$ cat config.mk
export PLATFORM = sky130hd
export DESIGN_NAME = bbe_mean_div
export DESIGN_NICKNAME = d
export VERILOG_FILES = /design/src/hw/rtl/bbe_pkg.sv /design/src/hw/rtl/bbe_mean_div.sv
export SDC_FILE = /design/constraint.sdc
export NUM_CORES = 1
export LEC_CHECK = 0
export ABC_AREA = 1
export BUFFER_PORTS_ARGS = -buffer_cell sky130_fd_sc_hd__buf_2
export CAP_MARGIN = 30
export CORE_UTILIZATION = 42
export CTS_CLUSTER_DIAMETER = 30
export DETAILED_ROUTE_END_ITERATION = 8
export GPL_TIMING_DRIVEN = 0
export HOLD_SLACK_MARGIN = 0.06
export PLACE_DENSITY = 0.57
export SYNTH_ARGS = -nofsm -noshare
export SYNTH_HDL_FRONTEND = slang
export SYNTH_SLANG_ARGS = --single-unit
$ cat constraint.sdc
create_clock -name clk -period 7.8 [get_ports clk]
set_clock_uncertainty 0.15 [all_clocks]
set_input_delay 0.39 -clock clk [delete_from_list [all_inputs] [get_ports clk]]
set_output_delay 0.39 -clock clk [all_outputs]
set_load 0.02 [all_outputs]
$ cat src/hw/rtl/bbe_pkg.sv
package bbe_pkg;

	localparam int MAX_COLS_DEF     = 2048;
	localparam int CHANNEL_BITS_DEF = 8;

	localparam logic [15:0] ROWS_RESET = 16'd480;
	localparam logic [11:0] COLS_RESET = 12'd640;

	typedef enum logic {
		REG_FRAME_ROWS = 1'b0,
		REG_FRAME_COLS = 1'b1
	} reg_index_t;

	// neighbor offsets, clockwise from the pixel above
	localparam logic signed [1:0] NB_DR [8] = '{-2'sd1, -2'sd1, 2'sd0, 2'sd1,
		2'sd1, 2'sd1, 2'sd0, -2'sd1};
	localparam logic signed [1:0] NB_DC [8] = '{2'sd0, 2'sd1, 2'sd1, 2'sd1,
		2'sd0, -2'sd1, -2'sd1, -2'sd1};

	// ceil(2^s / d) for the neighbor counts 1..9
	function automatic logic [31:0] recip(input logic [3:0] d, input int s);
		logic [31:0] one;
		logic [31:0] r;
		one = 32'd1 << s;
		case (d)
			4'd2:    r = (one + 32'd1) / 2;
			4'd3:    r = (one + 32'd2) / 3;
			4'd4:    r = (one + 32'd3) / 4;
			4'd5:    r = (one + 32'd4) / 5;
			4'd6:    r = (one + 32'd5) / 6;
			4'd7:    r = (one + 32'd6) / 7;
			4'd8:    r = (one + 32'd7) / 8;
			4'd9:    r = (one + 32'd8) / 9;
			default: r = one;
		endcase
		return r;
	endfunction

endpackage

$ cat src/hw/rtl/bbe_mean_div.sv
module bbe_mean_div #(
	parameter int CHANNEL_BITS = 8
) (
	input  logic                          clk,
	input  logic                          start,
	input  logic [2:0][CHANNEL_BITS+3:0]  sum,
	input  logic [3:0]                    cnt,
	output logic [2:0][CHANNEL_BITS-1:0]  mean
);

	localparam int SUMW  = CHANNEL_BITS + 4;
	localparam int SHIFT = SUMW + 4;
	localparam int PRODW = SUMW + SHIFT + 1;

	logic [SHIFT:0]            rcp;
	logic [2:0][PRODW-1:0]     prod_q;

	// reciprocal error stays below 1/16, under the 1/9 gap of a true quotient
	assign rcp = (SHIFT + 1)'(bbe_pkg::recip(cnt, SHIFT));

	always_ff @(posedge clk) begin
		if (start) begin
			for (int i = 0; i < 3; i++) begin
				prod_q[i] <= PRODW'(sum[i]) * PRODW'(rcp);
			end
		end
	end

	always_comb begin
		for (int i = 0; i < 3; i++) begin
			mean[i] = prod_q[i][SHIFT +: CHANNEL_BITS];
		end
	end

endmodule

# ---- Word level (Yosys, flattened, before mapping)
# Memory sizes are Yosys's and may differ from the RTL's.
# Index checks and enable logic that the tools add are counted.
dict set report totals {
  romBits 272
  output_inout_bits 24
  regBits 72
  input_bits 42
  n_memories 1
  elab_cells 7
}
# memory depth width rd rd_ports_with_merged_regs write_ports line
set mem_list {}
lappend mem_list {{(no name shown)} 16 17 1 0 0 bbe_pkg.sv:25} ;# case (d)
dict set report classes {
  multipliers 3
}
# cell n
set ops {}
lappend ops {{multiplier 12 x 17 -> 24 bit} 3}

# ---- Logic depth before layout (Yosys ltp)
# Gate-level depths: netlist of the first run.
# An unclocked memory read counts as a cell.
dict set report logic_depth {
  depth_word 2
  ltp_mapped 31
  mapped_depth_nobuf 30
}

# ---- Worst setup path after synthesis of the first run
# Ideal clock, no wire load.
dict set report synth_path {
  path_type {input port to flip-flop}
  from {in cnt[1]}
  to {reg prod_q (netlist bit mean[13]), data pin}
  n_path_buf 2
  stages 25
  required_time_ps 7398
  arrival_ps 5357
  path_slack_ps 2041
  setup_ps 252
  cell_sequence {inv_1 -> ha_1 -> inv_1 -> o21ai_1 -> nand2_1 -> inv_1 -> buf_2 -> buf_2 -> nand2_1 -> fa_1 -> inv_1 -> fa_1 -> fa_1 -> fa_1 -> inv_1 -> fa_1 -> inv_1 -> ha_1 -> a21oi_1 -> a21boi_0 -> o21ai_0 -> a21oi_1 -> nand2_1 -> nand2_1 -> nand2_1}
}
dict set report synth_between {
  elab_chain_cells 2
}
# item line
set synth_rtl {}
lappend synth_rtl {{start, declared} bbe_mean_div.sv:7} ;# input logic [3:0] cnt,
lappend synth_rtl {{memory (16 x 17 bit)} n/a}
lappend synth_rtl {{multiplier 12 x 17 -> 24 bit} bbe_mean_div.sv:24} ;# prod_q[i] <= PRODW'(sum[i]) * PRODW'(rcp);
lappend synth_rtl {{end signal, assigned by index} bbe_mean_div.sv:24}
lappend synth_rtl {{end, declared} bbe_mean_div.sv:16} ;# logic [2:0][PRODW-1:0] prod_q;
# No other way between the ends.
# A chain may end at the register's enable or synchronous reset.

# ---- Final worst setup path of the first run
dict set report layout_path {
  from {in cnt[1]}
  to {reg prod_q (netlist bit mean[23]), data pin}
}
# Same word-level chain as after synthesis.

==> results.toml, run 1 <==
[clocking]
numClockSinks = 24
tritoncts = "done"
clkTransAtPathRegs_ns = 0.11
cts_setup_buffers = 0
cts_buffer_depth = 2
ctsRootBufferMaster = "clkbuf_16"
cts_resized = 0
hold_buffers = 0
cts_htree_levels = 1
cts_made_buffers = 3

[pwr]
p_per_area_nw_per_um2 = 182
leakage_nw = 10.7
ir_worst_vdd_v = 0.000207
power_w = 0.00355

[synthesis]
synth_flop_cell = "edfxtp_1"
yosysTopAreaCell = "fa_1"
synthCells = 2447
avgSynthCellArea_um2 = 7.49
async_flop_share = 0
netlist.area_leader.share = 0.462
synth_warnings = 0
yosys-top-cells-area = "fa_1 (46%), inv_1 (15%), nand2_1 (12%)"
ys_ff_latch = 24
syn-cell-area_um2 = 18300
synth_cell_type_count = 32
yosysMostFrequentCell = "inv_1"
ys_seq_area_frac = 0.0393
synth_common_cells = "inv_1 (727), nand2_1 (608), fa_1 (423)"
synth_nets = 3043
synth_edf_count = 24

[drt]
drt-total-wl_um = 56200
final_antenna_net_count = 0
via_per_inst = 5.06
drcViolationCount = 0
vias = 15600
drtIter0Drc = 1143
drt_pre_antenna_iters = 7
wl_per_cell_um = 18.2

[placed_design]
port_buffers = 51
gp_congestion = 0.938
dp_hpwl_um = 48000
dpl_cell_area_um2 = 19300

[floorplan]
initial_utilization = 0.426
core_area_um2 = 43100
die_y_um = 211
die_w_um = 211
num_rows = 76
num_io_pins = 66
die_area_um2 = 44500

[worst_setup_path]
crit_arrival_ns = 7.25
critical_path_required_ns = 7.73
crit_slowest_cell = "clkinv_1"
path_common_cell = "nand2_1"
critPathBufInv = 8
critPathMaxStageDelay_ns = 0.67
critical_path.max_fanout = 10
setup.worst_path.start_class = "input port"
crit_family = "adder cells"
worst_setup_path_end_kind = "flip-flop"
crit_type = "in -> reg"

[global_route]
grt_pass1_vias = 15700
gr-total-overflow = 0
antenna_found_initial = 1
track_usage = 0.264
grt_pass1_wl_um = 87800
grt_start_max_net_pins = 25

[timing]
worst_pin_slew_ns = 1.09
period_share = 0.939
rsz0062_at_grt = "no"
hold_viol_final = 0
timing.final.crit_period_ns = 7.32
slew_violations = 0
max_freq_ghz = 0.137
finalSetupViolCount = 0
maxSlewHeadroom = 0.275

[cells_and_area]
nets = 3101
fill_cells = 4473
design_area_um2 = 19500
area_growth_pct = 6.09
layout-drive-gt1-share = 0.0351
largest_reg_flops = 24

[worst_hold_path]
hp-class = "in -> reg"

[run]
cap_violations = 0

[outcome]
status = "completed"
-- cell usage in the layout, fill, tap and decap left out, drive strengths merged --
cell    count
nand3b      2
edfxtp     24
a31oi       2
xor2       15
a21o        4
inv       734
nor3        7
o21ai      33
nand3      57
a21oi      52
xnor2       7
ha        131
clkbuf     51
diode       1
fa        423
nand2     613
o21a        3
nor2      231
buf        75
a21boi      5
nor4        7
nand4      16
bufinv      1
and2        1
clkinv      4
o21bai      6
-- kinds of logic (layout without fill, tap and decap cells) --
group,count (synthesis),in the layout,synth area share
and+or+nand+nor,934,934,0.200
buffers and inverters,808,865,0.167
adders and majority gates,554,554,0.551
AOI/OAI and AO/OA,105,105,0.0319
DFF,24,24,0.0393
xor gates and xnor gates,22,22,0.0105
other,0,1,0
-- final timing paths --
check / from / to / slack, ns / depth (start not counted)
min: start / mean[18]$_DFFE_PP_ / 0.58 / 1
max: cnt[1] / mean[23]$_DFFE_PP_ / 0.48 / 26
-- area by class of cell --
cell class                 instances  area (µm²)  area share
multi-input combinational       1615       14600       0.748
antenna                            1        2.50    0.000129
timing repair buffer              53         278      0.0143
clock buffer                       3        75.1     0.00386
sequential                        24         721      0.0370
buffer                            70         285      0.0147
tap                              585         732      0.0376
inverter                         738        2770       0.142
clock inverter                     1        30.0     0.00154
-- report_power, final --
part / internal [W] / switching, W / leakage, nW
Combinational: 0.00108 / 0.00200 / 10.4
Clock: 0.000103 / 0.0000779 / 0.0511
Sequential: 0.000272 / 0.0000157 / 0.235
-- through the flow --
| stage | cells | setup TNS [ns] | setup WS (ns) | util | hold slack [ns] |
|---|---|---|---|---|---|
| floorplan | 2447 | 0 | 2.04 | - | 0.352 |
| global placement | 3083 | -1.07 | -0.318 | 0.449 | 0.682 |
| detailed placement | 3085 | 0 | 0.315 | 0.449 | 0.681 |
| CTS | 3089 | 0 | 0.651 | 0.452 | 0.589 |
| global route | 3090 | 0 | 0.181 | 0.452 | 0.603 |
| finish | 3090 | 0 | 0.479 | 0.452 | 0.580 |
-- per-layer routing --
layer | share of wire | track usage | vias up
met5 | 0 | 0 | -
met1 | 0.42 | 0.365 | 7895
met4 | 0.023 | 0.0632 | 0
li1 | - | - | 7068
met3 | 0.081 | 0.0419 | 60
met2 | 0.47 | 0.434 | 602
Power figures use the tool's default switching activity.
==> run 2: changes to the inputs <==
- CORE_UTILIZATION: 42 -> 55
- PLACE_DENSITY: 0.57 -> 0.71
==> run 2 against run 1 <==
Effect of this change: final cell count decreased by 4.7%; combinational power barely moved; sequential power decreased by 1%; total power shrank 0.80%; maximum frequency up 3.5%; design area is 1.0% lower; non-clock buffer count down 1; routed wire length fell by 5.2%; sequential share of layout area about the same; critical path type unchanged.
==> results.toml, run 2 (synthesis gave the netlist of run 1 again) <==
[worst_setup_path]
crit_slowest_cell = "clkinv_1"
critical_path_required_ns = 7.73
crit_type = "in -> reg"
crit_family = "adder cells"
critPathMaxStageDelay_ns = 0.57
critical_path.max_fanout = 10
crit_arrival_ns = 7.01
critPathBufInv = 8
worst_setup_path_end_kind = "flip-flop"
setup.worst_path.start_class = "input port"
path_common_cell = "nand2_1"

[floorplan]
num_rows = 66
die_y_um = 185
die_w_um = 185
die_area_um2 = 34100
initial_utilization = 0.561
num_io_pins = 66
core_area_um2 = 32700

[clocking]
cts_made_buffers = 3
hold_buffers = 0
numClockSinks = 24
cts_htree_levels = 1
clkTransAtPathRegs_ns = 0.11
cts_setup_buffers = 0
cts_resized = 0
tritoncts = "done"
ctsRootBufferMaster = "clkbuf_16"
cts_buffer_depth = 2

[timing]
maxSlewHeadroom = 0.258
whs_ns = 0.560
hold_viol_final = 0
rsz0062_at_grt = "no"
slew_violations = 0
period_share = 0.907
timing.final.crit_period_ns = 7.08
max_freq_ghz = 0.141
finalSetupViolCount = 0
worst_pin_slew_ns = 1.11

[drt]
final_antenna_net_count = 0
drt-total-wl_um = 53300
wl_per_cell_um = 18.1
drtIter0Drc = 1409
via_per_inst = 5.32
drt_pre_antenna_iters = 6
drcViolationCount = 0
vias = 15700

[placed_design]
gp_congestion = 0.965
dp_hpwl_um = 45400
port_buffers = 51

[cells_and_area]
nets = 3100
largest_reg_flops = 24
area_growth_pct = 5.04
layout-drive-gt1-share = 0.0348
layout_common_cells = "inv_1 (727), nand2_1 (608), fa_1 (423), nor2_1 (231), ha_1 (131)"
layout_commonest_cell = "inv_1"
fin_util = 0.589

[global_route]
track_usage = 0.336
antenna_found_initial = 1
grt_pass1_wl_um = 84900
grt_start_max_net_pins = 25
grt_pass1_vias = 16200
gr-total-overflow = 0

[pwr]
ir_worst_vdd_v = 0.000230
p_per_area_nw_per_um2 = 183
leakage_nw = 10.6

[run]
cap_violations = 0

[worst_hold_path]
hp-class = "in -> reg"

[outcome]
status = "completed"
run 2: cell types whose count changed in the layout (fill, tap and decap cells not counted):
| cell | previous run | this run |
|---|---|---|
| buf_8 | 1 | 0 |
run 2: final timing paths:
path	startpoint	end	slack (ns)	depth (start not counted)
worst max-delay path	cnt[1]	mean[23]$_DFFE_PP_	0.72	26
worst min-delay path	start	mean[17]$_DFFE_PP_	0.56	1
run 2: layout make-up:
class	instances	area [µm²]
plain buffers	70	285
fillers	3156	13400
multi-input cells	1615	14600
clock inverters	1	30.0
diodes	1	2.50
inverters	738	2770
clock buffers	3	75.1
flip-flops and latches	24	721
well taps	442	553
repair buffers	52	263
run 2: through the flow:
step                      area, µm²  setup WS, ns  setup TNS [ns]  std cells  total power [W]
final                         19300         0.724               0       2946          0.00352
after global routing          19300         0.514               0       2946          0.00397
after CTS                     19300         0.891               0       2945          0.00352
after detailed placement      19200         0.554               0       2941          0.00332
after global placement        19100       -0.0160         -0.0289       2940          0.00327
after floorplan               18300          2.04               0       2447          0.00253
run 2: power by group:
group	internal [W]	switching (W)
Sequential	0.000271	0.0000129
Clock	0.000103	0.0000764
Combinational	0.00108	0.00198
Total	0.00145	0.00207
run 2: per-layer routing:
metal | vias up | global-route usage | routed length (µm)
met1 | 7761 | 0.445 | 21500
li1 | 7056 | - | -
met3 | 128 | 0.0861 | 5790
met2 | 740 | 0.528 | 23700
met5 | - | 0 | 0
met4 | 0 | 0.132 | 2250
